===== src/design/lsbc_pkg.sv =====
// Shared types and constants of the sector block cache core.
// Every design file imports this package; it depends on nothing else.
package lsbc_pkg;

   localparam int SECTORS_PER_BLOCK = 64;
   localparam int MAX_REQUEST       = 1024;

   localparam int SECTOR_W    = 32;
   localparam int STAMP_W     = 32;
   localparam int OFF_W       = $clog2(SECTORS_PER_BLOCK);
   localparam int LEN_W       = $clog2(SECTORS_PER_BLOCK + 1);
   localparam int LEFT_W      = 11;
   localparam int SUM_W       = LEFT_W + 1;
   localparam int SLOT_OUT_W  = 4;
   localparam int SLOTS_CFG_W = 5;

   localparam logic [SLOTS_CFG_W-1:0] SLOTS_CFG_RESET = SLOTS_CFG_W'(16);
   localparam logic [LEFT_W-1:0]      MAX_REQUEST_L   = LEFT_W'(MAX_REQUEST);
   localparam logic [LEN_W-1:0]       BLOCK_LEN       = LEN_W'(SECTORS_PER_BLOCK);

   typedef enum logic [2:0] {
      ST_IDLE = 3'b001,
      ST_SCAN = 3'b010,
      ST_EMIT = 3'b100
   } seq_state_type;

   // Write-back of one slot after a chunk has been resolved.
   typedef struct packed {
      logic                en;
      logic [SECTOR_W-1:0] tag;
      logic [STAMP_W-1:0]  stamp;
   } slot_wr_type;

endpackage


===== src/design/lsbc_mem.sv =====
// Slot storage: block tag memory and use stamp memory, both with registered read data.
// Stamps of slots never written read as zero through per-slot valid bits. Uses lsbc_pkg.
module lsbc_mem
   import lsbc_pkg::*;
#(
   parameter int SLOT_COUNT = 16,
   localparam int IDX_W = $clog2(SLOT_COUNT)
) (
   input  logic                clock,
   input  logic                reset,
   input  logic                rd_en,
   input  logic [IDX_W-1:0]    rd_addr,
   input  logic [IDX_W-1:0]    wr_addr,
   input  slot_wr_type         wr,
   output logic [SECTOR_W-1:0] tag_rd,
   output logic [STAMP_W-1:0]  stamp_rd
);

   logic [SECTOR_W-1:0] tag_mem [SLOT_COUNT];
   logic [STAMP_W-1:0]  stamp_mem [SLOT_COUNT];
   logic [SLOT_COUNT-1:0] stamp_vld_ff;

   logic [SECTOR_W-1:0] tag_q_ff;
   logic [STAMP_W-1:0]  stamp_q_ff;
   logic                vld_q_ff;

   always_ff @(posedge clock) begin
      if (wr.en) begin
         tag_mem[wr_addr]   <= wr.tag;
         stamp_mem[wr_addr] <= wr.stamp;
      end
      if (rd_en) begin
         tag_q_ff   <= tag_mem[rd_addr];
         stamp_q_ff <= stamp_mem[rd_addr];
         vld_q_ff   <= stamp_vld_ff[rd_addr];
      end
   end

   always_ff @(posedge clock) begin
      if (reset) begin
         stamp_vld_ff <= '0;
      end else if (wr.en) begin
         stamp_vld_ff[wr_addr] <= 1'b1;
      end
   end

   assign tag_rd   = tag_q_ff;
   assign stamp_rd = vld_q_ff ? stamp_q_ff : '0;

endmodule


===== src/design/lsbc_seq.sv =====
// Request sequencer: splits a request into block chunks, scans the slot memories
// for a tag hit and a victim, writes the slot back and registers one result per chunk.
// Uses lsbc_pkg.
module lsbc_seq
   import lsbc_pkg::*;
#(
   parameter int SLOT_COUNT = 16,
   localparam int IDX_W = $clog2(SLOT_COUNT),
   localparam int CNT_W = $clog2(SLOT_COUNT + 1)
) (
   input  logic                   clock,
   input  logic                   reset,
   input  logic [SLOTS_CFG_W-1:0] slots_cfg,
   input  logic                   req_valid,
   output logic                   req_stall,
   input  logic                   req_operation,
   input  logic [SECTOR_W-1:0]    req_start_sector,
   input  logic [LEFT_W-1:0]      req_sector_count,
   output logic                   rsp_valid,
   input  logic                   rsp_stall,
   output logic [SLOT_OUT_W-1:0]  rsp_slot,
   output logic                   rsp_miss,
   output logic [SECTOR_W-1:0]    rsp_block_base,
   output logic [OFF_W-1:0]       rsp_offset_in_block,
   output logic [LEN_W-1:0]       rsp_chunk_length,
   output logic                   rsp_is_write,
   output logic                   rsp_last,
   output logic                   mem_rd_en,
   output logic [IDX_W-1:0]       mem_rd_addr,
   output logic [IDX_W-1:0]       mem_wr_addr,
   output slot_wr_type            mem_wr,
   input  logic [SECTOR_W-1:0]    mem_tag_rd,
   input  logic [STAMP_W-1:0]     mem_stamp_rd
);

   seq_state_type state_ff, state_in;
   logic                op_ff, op_in;
   logic [SECTOR_W-1:0] sector_ff, sector_in;
   logic [LEFT_W-1:0]   left_ff, left_in;
   logic [STAMP_W-1:0]  access_ff, access_in;
   logic [CNT_W-1:0]    alloc_ff, alloc_in;
   logic [CNT_W-1:0]    idx_ff, idx_in;
   logic                pend_ff, pend_in;
   logic [IDX_W-1:0]    pend_idx_ff, pend_idx_in;
   logic                hit_ff, hit_in;
   logic [IDX_W-1:0]    hit_idx_ff, hit_idx_in;
   logic [STAMP_W-1:0]  best_ff, best_in;
   logic [IDX_W-1:0]    vic_idx_ff, vic_idx_in;
   logic                vic_done_ff, vic_done_in;
   logic                rsp_valid_ff, rsp_valid_in;

   logic [SLOT_OUT_W-1:0] rsp_slot_ff;
   logic                  rsp_miss_ff;
   logic [SECTOR_W-1:0]   rsp_base_ff;
   logic [OFF_W-1:0]      rsp_off_ff;
   logic [LEN_W-1:0]      rsp_len_ff;
   logic                  rsp_wr_ff;
   logic                  rsp_last_ff;

   logic [CNT_W-1:0]    lim;
   logic [CNT_W:0]      alloc_plus;
   logic [CNT_W-1:0]    alloc_new;
   logic [CNT_W-1:0]    scan_range;
   logic                issue;
   logic [CNT_W-1:0]    pend_cnt;
   logic [SECTOR_W-1:0] base;
   logic [OFF_W-1:0]    off;
   logic [SUM_W-1:0]    end_sum;
   logic [LEN_W-1:0]    len;
   logic [LEFT_W-1:0]   left_rem;
   logic                out_free;
   logic [IDX_W-1:0]    slot_sel;
   logic [STAMP_W-1:0]  access_inc;
   logic                emit_go;

   always_comb begin
      if (slots_cfg == '0) begin
         lim = CNT_W'(1);
      end else if (32'(slots_cfg) > 32'(SLOT_COUNT)) begin
         lim = CNT_W'(SLOT_COUNT);
      end else begin
         lim = CNT_W'(slots_cfg);
      end
   end

   // Slot count after an allocation; the scan covers both the allocated
   // slots (tag lookup) and the candidates for a victim.
   assign alloc_plus = {1'b0, alloc_ff} + (CNT_W + 1)'(1);
   assign alloc_new  = (alloc_plus > {1'b0, lim}) ? lim : alloc_plus[CNT_W-1:0];
   assign scan_range = (alloc_ff > alloc_new) ? alloc_ff : alloc_new;

   assign issue    = (state_ff == ST_SCAN) && (idx_ff < scan_range);
   assign pend_cnt = CNT_W'(pend_idx_ff);

   assign base     = {sector_ff[SECTOR_W-1:OFF_W], OFF_W'(0)};
   assign off      = sector_ff[OFF_W-1:0];
   assign end_sum  = SUM_W'(off) + SUM_W'(left_ff);
   assign len      = (end_sum > SUM_W'(SECTORS_PER_BLOCK)) ? (BLOCK_LEN - LEN_W'(off))
                                                          : left_ff[LEN_W-1:0];
   assign left_rem = left_ff - LEFT_W'(len);

   assign out_free   = !rsp_valid_ff || !rsp_stall;
   assign slot_sel   = hit_ff ? hit_idx_ff : vic_idx_ff;
   assign access_inc = access_ff + STAMP_W'(1);
   assign emit_go    = (state_ff == ST_EMIT) && out_free;

   always_comb begin
      state_in     = state_ff;
      op_in        = op_ff;
      sector_in    = sector_ff;
      left_in      = left_ff;
      access_in    = access_ff;
      alloc_in     = alloc_ff;
      idx_in       = idx_ff;
      pend_in      = 1'b0;
      pend_idx_in  = pend_idx_ff;
      hit_in       = hit_ff;
      hit_idx_in   = hit_idx_ff;
      best_in      = best_ff;
      vic_idx_in   = vic_idx_ff;
      vic_done_in  = vic_done_ff;
      rsp_valid_in = rsp_valid_ff && rsp_stall;

      case (state_ff)
         ST_IDLE: begin
            if (req_valid) begin
               access_in = access_inc;
               op_in     = req_operation;
               sector_in = req_start_sector;
               left_in   = (req_sector_count > MAX_REQUEST_L) ? MAX_REQUEST_L
                                                              : req_sector_count;
               if (left_in != '0) begin
                  state_in    = ST_SCAN;
                  idx_in      = '0;
                  hit_in      = 1'b0;
                  vic_done_in = 1'b0;
                  vic_idx_in  = '0;
                  best_in     = access_inc;
               end
            end
         end
         ST_SCAN: begin
            pend_in     = issue;
            pend_idx_in = idx_ff[IDX_W-1:0];
            if (issue) begin
               idx_in = idx_ff + CNT_W'(1);
            end
            if (pend_ff) begin
               if (!hit_ff && (pend_cnt < alloc_ff) && (mem_tag_rd == base)) begin
                  hit_in     = 1'b1;
                  hit_idx_in = pend_idx_ff;
               end
               // Oldest stamp wins, later slots on ties; a zero stamp ends the search.
               if (!vic_done_ff && (pend_cnt < alloc_new) && (mem_stamp_rd <= best_ff)) begin
                  best_in    = mem_stamp_rd;
                  vic_idx_in = pend_idx_ff;
                  if (mem_stamp_rd == '0) begin
                     vic_done_in = 1'b1;
                  end
               end
            end
            if (!issue && !pend_ff) begin
               state_in = ST_EMIT;
            end
         end
         ST_EMIT: begin
            if (out_free) begin
               rsp_valid_in = 1'b1;
               alloc_in     = hit_ff ? alloc_ff : alloc_new;
               left_in      = left_rem;
               if (left_rem != '0) begin
                  sector_in   = sector_ff + SECTOR_W'(len);
                  access_in   = access_inc;
                  state_in    = ST_SCAN;
                  idx_in      = '0;
                  hit_in      = 1'b0;
                  vic_done_in = 1'b0;
                  vic_idx_in  = '0;
                  best_in     = access_inc;
               end else begin
                  state_in = ST_IDLE;
               end
            end
         end
         default: begin
            state_in = ST_IDLE;
         end
      endcase
   end

   always_ff @(posedge clock) begin
      if (reset) begin
         state_ff     <= ST_IDLE;
         access_ff    <= '0;
         alloc_ff     <= '0;
         pend_ff      <= 1'b0;
         rsp_valid_ff <= 1'b0;
      end else begin
         state_ff     <= state_in;
         access_ff    <= access_in;
         alloc_ff     <= alloc_in;
         pend_ff      <= pend_in;
         rsp_valid_ff <= rsp_valid_in;
      end
   end

   always_ff @(posedge clock) begin
      op_ff       <= op_in;
      sector_ff   <= sector_in;
      left_ff     <= left_in;
      idx_ff      <= idx_in;
      pend_idx_ff <= pend_idx_in;
      hit_ff      <= hit_in;
      hit_idx_ff  <= hit_idx_in;
      best_ff     <= best_in;
      vic_idx_ff  <= vic_idx_in;
      vic_done_ff <= vic_done_in;
      if (emit_go) begin
         rsp_slot_ff <= SLOT_OUT_W'(slot_sel);
         rsp_miss_ff <= !hit_ff;
         rsp_base_ff <= base;
         rsp_off_ff  <= off;
         rsp_len_ff  <= len;
         rsp_wr_ff   <= op_ff;
         rsp_last_ff <= (left_rem == '0);
      end
   end

   assign req_stall   = (state_ff != ST_IDLE);
   assign mem_rd_en   = issue;
   assign mem_rd_addr = idx_ff[IDX_W-1:0];
   assign mem_wr_addr = slot_sel;
   assign mem_wr.en    = emit_go;
   assign mem_wr.tag   = base;
   assign mem_wr.stamp = access_ff;

   assign rsp_valid           = rsp_valid_ff;
   assign rsp_slot            = rsp_slot_ff;
   assign rsp_miss            = rsp_miss_ff;
   assign rsp_block_base      = rsp_base_ff;
   assign rsp_offset_in_block = rsp_off_ff;
   assign rsp_chunk_length    = rsp_len_ff;
   assign rsp_is_write        = rsp_wr_ff;
   assign rsp_last            = rsp_last_ff;

endmodule


===== src/design/lru_sector_block_cache_core.sv =====
// Top level of the sector block cache core: slot-count register, sequencer and slot memories.
// Depends on lsbc_pkg, lsbc_mem and lsbc_seq.
//
//   channel  direction  handshake            payload
//   req      in         req_valid/req_stall  operation, start_sector, sector_count
//   rsp      out        rsp_valid/rsp_stall  slot, miss, block_base, offset, length, write, last
//   csr      in         csr_valid/csr_ready  slots_in_use
//
// A request is taken while the sequencer is idle; for each of its chunks the sequencer then reads
// the tag and stamp memories once per scanned slot (at most SLOT_COUNT slots), waits for the
// registered read data, closes the scan, and then writes the slot back and registers the result.
// req_stall is high from acceptance of a non-empty request until its last chunk is in the result register.
// A stalled result holds the sequencer in its write-back step; the next request is still taken
// while the last result waits. Reset is synchronous and clears the stamp valid bits, counters and valids.
module lru_sector_block_cache_core
   import lsbc_pkg::*;
#(
   parameter int SLOT_COUNT = 16
) (
   input  logic                   clock,
   input  logic                   reset,
   input  logic                   req_valid,
   output logic                   req_stall,
   input  logic                   req_operation,
   input  logic [SECTOR_W-1:0]    req_start_sector,
   input  logic [LEFT_W-1:0]      req_sector_count,
   output logic                   rsp_valid,
   input  logic                   rsp_stall,
   output logic [SLOT_OUT_W-1:0]  rsp_slot,
   output logic                   rsp_miss,
   output logic [SECTOR_W-1:0]    rsp_block_base,
   output logic [OFF_W-1:0]       rsp_offset_in_block,
   output logic [LEN_W-1:0]       rsp_chunk_length,
   output logic                   rsp_is_write,
   output logic                   rsp_last,
   input  logic                   csr_valid,
   output logic                   csr_ready,
   input  logic [SLOTS_CFG_W-1:0] csr_slots_in_use
);

   localparam int IDX_W = $clog2(SLOT_COUNT);

   logic [SLOTS_CFG_W-1:0] slots_cfg_ff;
   logic [SLOTS_CFG_W-1:0] slots_cfg_in;

   logic                mem_rd_en;
   logic [IDX_W-1:0]    mem_rd_addr;
   logic [IDX_W-1:0]    mem_wr_addr;
   slot_wr_type         mem_wr;
   logic [SECTOR_W-1:0] mem_tag_rd;
   logic [STAMP_W-1:0]  mem_stamp_rd;

   assign csr_ready    = 1'b1;
   assign slots_cfg_in = (csr_valid && csr_ready) ? csr_slots_in_use : slots_cfg_ff;

   always_ff @(posedge clock) begin
      if (reset) begin
         slots_cfg_ff <= SLOTS_CFG_RESET;
      end else begin
         slots_cfg_ff <= slots_cfg_in;
      end
   end

   lsbc_seq #(
      .SLOT_COUNT (SLOT_COUNT)
   ) u_seq (
      .clock               (clock),
      .reset               (reset),
      .slots_cfg           (slots_cfg_ff),
      .req_valid           (req_valid),
      .req_stall           (req_stall),
      .req_operation       (req_operation),
      .req_start_sector    (req_start_sector),
      .req_sector_count    (req_sector_count),
      .rsp_valid           (rsp_valid),
      .rsp_stall           (rsp_stall),
      .rsp_slot            (rsp_slot),
      .rsp_miss            (rsp_miss),
      .rsp_block_base      (rsp_block_base),
      .rsp_offset_in_block (rsp_offset_in_block),
      .rsp_chunk_length    (rsp_chunk_length),
      .rsp_is_write        (rsp_is_write),
      .rsp_last            (rsp_last),
      .mem_rd_en           (mem_rd_en),
      .mem_rd_addr         (mem_rd_addr),
      .mem_wr_addr         (mem_wr_addr),
      .mem_wr              (mem_wr),
      .mem_tag_rd          (mem_tag_rd),
      .mem_stamp_rd        (mem_stamp_rd)
   );

   lsbc_mem #(
      .SLOT_COUNT (SLOT_COUNT)
   ) u_mem (
      .clock    (clock),
      .reset    (reset),
      .rd_en    (mem_rd_en),
      .rd_addr  (mem_rd_addr),
      .wr_addr  (mem_wr_addr),
      .wr       (mem_wr),
      .tag_rd   (mem_tag_rd),
      .stamp_rd (mem_stamp_rd)
   );

endmodule


===== config.mk =====
export PLATFORM = sky130hd
export DESIGN_NAME = lru_sector_block_cache_core
export DESIGN_NICKNAME = d
export VERILOG_FILES = /design/src/design/lsbc_pkg.sv /design/src/design/lsbc_mem.sv /design/src/design/lsbc_seq.sv /design/src/design/lru_sector_block_cache_core.sv
export SDC_FILE = /design/constraint.sdc
export NUM_CORES = 1
export LEC_CHECK = 0
export ABC_AREA = 1
export BUFFER_PORTS_ARGS = -buffer_cell sky130_fd_sc_hd__buf_4
export CAP_MARGIN = 15
export CELL_PAD_IN_SITES_DETAIL_PLACEMENT = 1
export CELL_PAD_IN_SITES_GLOBAL_PLACEMENT = 2
export CORE_MARGIN = 1
export CORE_UTILIZATION = 25
export DETAILED_ROUTE_END_ITERATION = 10
export GPL_TIMING_DRIVEN = 1
export HOLD_SLACK_MARGIN = 0.1
export PLACE_DENSITY_LB_ADDON = 0.1
export SETUP_SLACK_MARGIN = 0.3
export SLEW_MARGIN = 15
export SYNTH_ARGS = -nofsm -noshare
export SYNTH_HDL_FRONTEND = slang
export SYNTH_HIERARCHICAL = 1
export SYNTH_SLANG_ARGS = --single-unit
export TNS_END_PERCENT = 50

===== constraint.sdc =====
create_clock -name clock -period 10.06 [get_ports clock]
set_clock_uncertainty 0.1 [all_clocks]
set_input_delay 2.012 -clock clock [delete_from_list [all_inputs] [get_ports clock]]
set_output_delay 2.012 -clock clock [all_outputs]
set_load 0.1 [all_outputs]

Word-level counts from Yosys, hierarchy flattened
Memory sizes are Yosys's and may differ from the RTL's. A register that Yosys moved wholly into a read port is not among the register bits.
Index checks and enable logic that the tools add are counted.
{ "word_totals": {"regBits": 237, "mem_bits_rw": 928, "inputBits": 54, "elab_cells": 161, "n_memories": 2} }
{ "memory_table": {"columns": ["name", "depth", "width", "rd", "rd_ports_with_merged_regs", "write_ports", "line", "source"], "rows": [
  ["u_mem.stamp_mem", 16, 32, 1, 1, 1, "lsbc_mem.sv:20", "logic [STAMP_W-1:0] stamp_mem [SLOT_COUNT];"],
  ["u_mem.tag_mem", 16, 26, 1, 1, 1, "lsbc_mem.sv:19", "logic [SECTOR_W-1:0] tag_mem [SLOT_COUNT];"]
]} }
{ "classes": {"addsub": 7, "order_cmp": 12, "n_eq_ne": 15, "n_mux": 62, "bitwise": 3, "n_reduce_logical": 34} }
{ "op_table": {"columns": ["operator", "count"], "rows": [
  ["$mux W32", 11],
  ["$pmux W32 S2", 2],
  ["$pmux W32 S3", 1],
  ["$mux W5", 9],
  ["$mux W11", 3],
  ["$add A32 B1 Y32 const B", 1],
  ["$add A32 B7 Y32", 1],
  ["$eq A32 B32 Y1", 1],
  ["$le A32 B32 Y1", 1],
  ["$logic_not A32 Y1", 1],
  ["$mux W4", 7],
  ["$pmux W11 S2", 1],
  ["$reduce_bool A11 Y1", 2],
  ["$or A16 B16 Y16", 1],
  ["$mux W1", 15],
  ["$pmux W5 S3", 1],
  ["$reduce_and A7 Y1", 2],
  ["$add A6 B11 Y12", 1],
  ["$gt A12 B7 Y1 const B", 1],
  ["$mux W3", 4],
  ["$ne A2 B2 Y1 const B", 6],
  ["$pmux W4 S3", 1],
  ["$gt A11 B11 Y1 const B", 1],
  ["$logic_not A11 Y1", 1],
  ["35 further kinds", 58]
]} }

Longest topological paths before layout
{ "depth": {"ltp_word": 13, "ltp_mapped": 30} }

Modules after synthesis
Netlist, hierarchy kept.
{ "by_module_without_submodules": {"columns": ["mod", "n_inst", "cells_each", "area_each_um2", "seq_area_each_um2"], "rows": [
  ["lsbc_mem", 1, 4383, 46543.4, 33021.7],
  ["lsbc_seq", 1, 1333, 11536.1, 5074.9],
  ["lru_sector_block_cache_core", 1, 33, 227.7, 100.1]
]} }

Least setup slack after synthesis
OpenSTA, ideal clock, no wires.
{ "synth_timing": {"kind": "input port to flip-flop", "from": "input rsp_stall", "to": "memory u_mem.stamp_mem[11][0], enable pin", "arrival_time_ps": 7688, "setup_slack_ps": 1785, "stages": 6, "cell_sequence": "a21oi_1 -> buf_4 -> inv_1 -> nor3_1 -> inv_1 -> nor2_1"} }
{ "synth_rtl": {"columns": ["item", "line", "source"], "rows": [
  ["start: declaration", "lru_sector_block_cache_core.sv:28", "input logic rsp_stall,"],
  ["end: declaration", "lsbc_mem.sv:20", null]
]} }

Worst setup path after layout
{ "layout_timing": {"from": "register u_seq.sector_ff[0]", "to": "register u_seq.sector_ff[12], enable pin"} }
{ "layout_via": {"elab_chain_len": 7} }
{ "layout_rtl": {"columns": ["item", "line", "source"], "rows": [
  ["start: declaration", "lsbc_seq.sv:38", "logic [SECTOR_W-1:0] sector_ff, sector_in;"],
  ["start signal: assignment", "lsbc_seq.sv:209", "sector_ff <= sector_in;"],
  ["$add A6 B11 Y12", "lsbc_seq.sv:97", "assign end_sum = SUM_W'(off) + SUM_W'(left_ff);"],
  ["$gt A12 B7 Y1", "lsbc_seq.sv:98", "assign len = (end_sum > SUM_W'(SECTORS_PER_BLOCK)) ? (BLOCK_LEN - LEN_W'(off))"],
  ["$mux W7 *", "lsbc_seq.sv:98", null],
  ["net u_seq.len[0]", "lsbc_seq.sv:69", "logic [LEN_W-1:0] len;"],
  ["$sub A11 B7 Y11 *", "lsbc_seq.sv:100", "assign left_rem = left_ff - LEFT_W'(len);"],
  ["$reduce_bool A11 Y1 *", "lsbc_seq.sv:171", "if (left_rem != '0) begin"],
  ["$ne A2 B2 Y1 (no source line) *", null, null],
  ["$reduce_and A4 Y1 (no source line) *", null, null]
]} }
The timed path passes the listed nets; every way through them passes the cells marked *.
A chain may end at the register's enable or synchronous reset.

==> flow_summary.yaml <==
synthesis:
  ys_seq_elements: 1293
  synth.yosys.seq_area_share: 0.6551
  synthFlopType: "edfxtp_1"
  async_flop_share: 0
  yosysWarnings: 6
  netlist_area_mm2: 0.05831
  avgSynthCellArea_um2: 10.14
  yosysUniqueCellTypes: 57
  synth_cells: 5749
  synth_edf_count: 1230
setup_path:
  crit_arrival_ps: 6820
  required_ps: 10410
  worst-setup-path-type: "flip-flop to flip-flop"
  path_max_fanout: 48
  critPathCaptureType: "flip-flop"
  cp-start-kind: "flip-flop"
finish:
  nFillCells: 25769
  fin_util: 0.2912
  final_layout_size_suffix_gt1_frac: 0.07912
  seq_area_mm2: 0.03820
  final_common_cell: "nand2_1"
  multi_input_area_mm2: 0.01482
  stdcell_area_mm2: 0.06728
  area_growth_pct: 15.39
  final_cell_mix: "nand2_1, edfxtp_1, inv_1"
  final_net_count: 5938
worst_hold_path:
  hold_path_class: "flip-flop to flip-flop"
route:
  vias: 39626
  routed_wl_mm: 195.9
  drc: 0
  detail-route-antenna-nets: 0
  drt-pass1-iter-count: 5
  wl_per_cell_um: 21.85
  drt_iter0_markers: 2054
  via_per_inst: 4.418
sta:
  finalHoldViolations: 0
  period_needed_ps: 6472
  setup_ws_ps: 3588
  tightest_slew_ps: 1113
  slew_headroom: 0.2577
  fin_crit_sh: 0.6433
  drv_slew: 0
  fmax_mhz: 154.5
  rsz0062_at_grt: "no"
  setup_tns_ps: 0
  setup_viol_count_final: 0
place:
  routabilityCongestion: 0.7531
  portBuffers: 101
  post-place-ws_ps: 3554
  place_hpwl_mm: 105.1
  dpl_cell_area_mm2: 0.06220
clocking:
  clock-sinks: 1293
  cts_root_buffer: "clkbuf_16"
  clockBufferDepth: 3
  cts-resized-gates: 0
  clk_pin_slew_ps: 60
  cts_tree: "yes"
  postCtsSetupBuffers: 0
  cts-buffers-inserted: 164
  insertion_delay_ps: 830
  htreeDepth: 4
  cts_hold_buffers: 0
floorplan:
  io_pins: 109
  fp.dieW_um: 484.9
  fp-row-count: 176
  die_h_um: 484.9
  core_area_mm2: 0.2310
  start_util: 0.2524
  die-area_mm2: 0.2352
run:
  drv_cap: 0
power:
  leakagePower_nw: 27.89
  vdd_drop_max_uv: 252.5
  powerDensity_mw_per_mm2: 293.7
grt:
  track_usage: 0.1662
  grt_pass1_wl_mm: 287.0
  antenna_found_initial: 11
  grt_max_degree: 165
  grt_pass1_vias: 40808
  overflow: 0
status:
  status: "finished, final reports clean"
cell usage after synthesis, types with 4 or more instances:
library cell | count | share of area
o21ai_0 | 87 | 0.0075
buf_4 | 60 | 0.0077
o21ai_1 | 31 | 0.0027
a31oi_1 | 5 | 0.00054
a21oi_1 | 68 | 0.0058
buf_1 | 19 | 0.0012
nor4_1 | 14 | 0.0015
a21o_1 | 4 | 0.00052
nand3_1 | 838 | 0.072
dfxtp_1 | 63 | 0.022
ha_1 | 71 | 0.015
nand2_1 | 1685 | 0.11
edfxtp_1 | 1230 | 0.63
buf_6 | 5 | 0.00097
clkinv_1 | 4 | 0.00026
a21oi_2 | 4 | 0.00060
nor2_2 | 5 | 0.00054
nand2_2 | 14 | 0.0015
buf_2 | 129 | 0.011
nor3_1 | 25 | 0.0021
xor2_1 | 71 | 0.011
nor2_1 | 105 | 0.0068
clkbuf_1 | 80 | 0.0052
inv_2 | 5 | 0.00032
nand3_2 | 6 | 0.0010
or2_2 | 4 | 0.00043
nand4_1 | 21 | 0.0023
a211oi_1 | 4 | 0.00052
xnor2_1 | 28 | 0.0042
inv_1 | 1021 | 0.066
path summary, 6_finish.rpt:
path	cells after the start	from	slack (ps)	end
max	26	u_seq/sector_ff[0]	3590	u_seq/sector_ff[12]
min	0	u_seq/op_ff	350	u_seq/rsp_is_write
max reg2reg	26	u_seq/sector_ff[0]	3590	u_seq/sector_ff[12]
min reg2reg	0	u_seq/op_ff	350	u_seq/rsp_is_write
metrics by stage:
stage	total power [W]	std cells	hold slack, ps
2_1_floorplan	0.01177	5760	300.3
3_3_place_gp	0.01442	8670	348.5
3_5_place_dp	0.01443	8670	347.4
4_1_cts	0.02025	8966	359.9
5_1_grt	0.02107	8967	379.3
6_report	0.01976	8969	345.5
area by class of cell:
cell class	count	share of cell area
timing repair buffer	177	0.02142
multi-input combinational	3144	0.2203
tap	3026	0.05628
inverter	1030	0.05877
clock inverter	75	0.01001
clock buffer	221	0.06539
antenna	3	0.0001116
sequential	1293	0.5677
worst max-delay path, stage by stage, from the launching register on:
cell	delay, ps
edfxtp_1	460
ha_1	270
fa_1	400
a21o_1	180
a21oi_1	220
o21ai_0	130
a21oi_1	230
nand2_1	70
o21ai_0	140
o2111ai_1	130
buf_4	210
o21ai_0	350
ha_1	220
inv_1	70
fa_1	440
nand3_1	110
nand2_1	80
nand2_1	70
nand2_1	60
a21oi_2	180
o21ai_2	100
xor2_1	240
nor2_1	120
nand4_2	150
nand2_4	310
inv_2	290
buf_4	610
logic make-up after synthesis:
kind of cell / synth area share
compound gates: 0.02043
simple gates: 0.2002
xor+xnor: 0.01543
other cells: 0.0001288
buf+inv: 0.09244
flops: 0.6551
fa+ha+maj: 0.01627
flip-flops by register name, indices dropped and copies added, names as in the netlist, 6 cells and up:
| signal | count |
|---|---|
| u_mem/stamp_mem | 512 |
| u_mem/tag_mem | 512 |
| u_mem/stamp_q_ff | 32 |
| u_mem/tag_rd | 32 |
| u_seq/access_ff | 32 |
| u_seq/best_ff | 32 |
| u_seq/sector_ff | 32 |
| u_seq/rsp_block_base | 26 |
| u_mem/stamp_vld_ff | 16 |
| u_seq/left_ff | 11 |
| u_seq/rsp_chunk_length | 7 |
| u_seq/rsp_offset_in_block | 6 |
metal layers:
metal,GRT usage,part of all wire,up-vias
met2,0.2794,0.47,560
met4,0.03829,0.018,2
met3,0.02206,0.030,218
li1,-,-,18795
met5,0,0.000066,-
met1,0.2256,0.48,20051
power breakdown:
part / switching [W] / leakage, nW / internal, W
sequential: 0.000649 / 11.8 / 0.00700
clock: 0.00242 / 2.47 / 0.00325
combinational: 0.00474 / 13.6 / 0.00170
No activity file was read; power rests on OpenSTA's default activity.
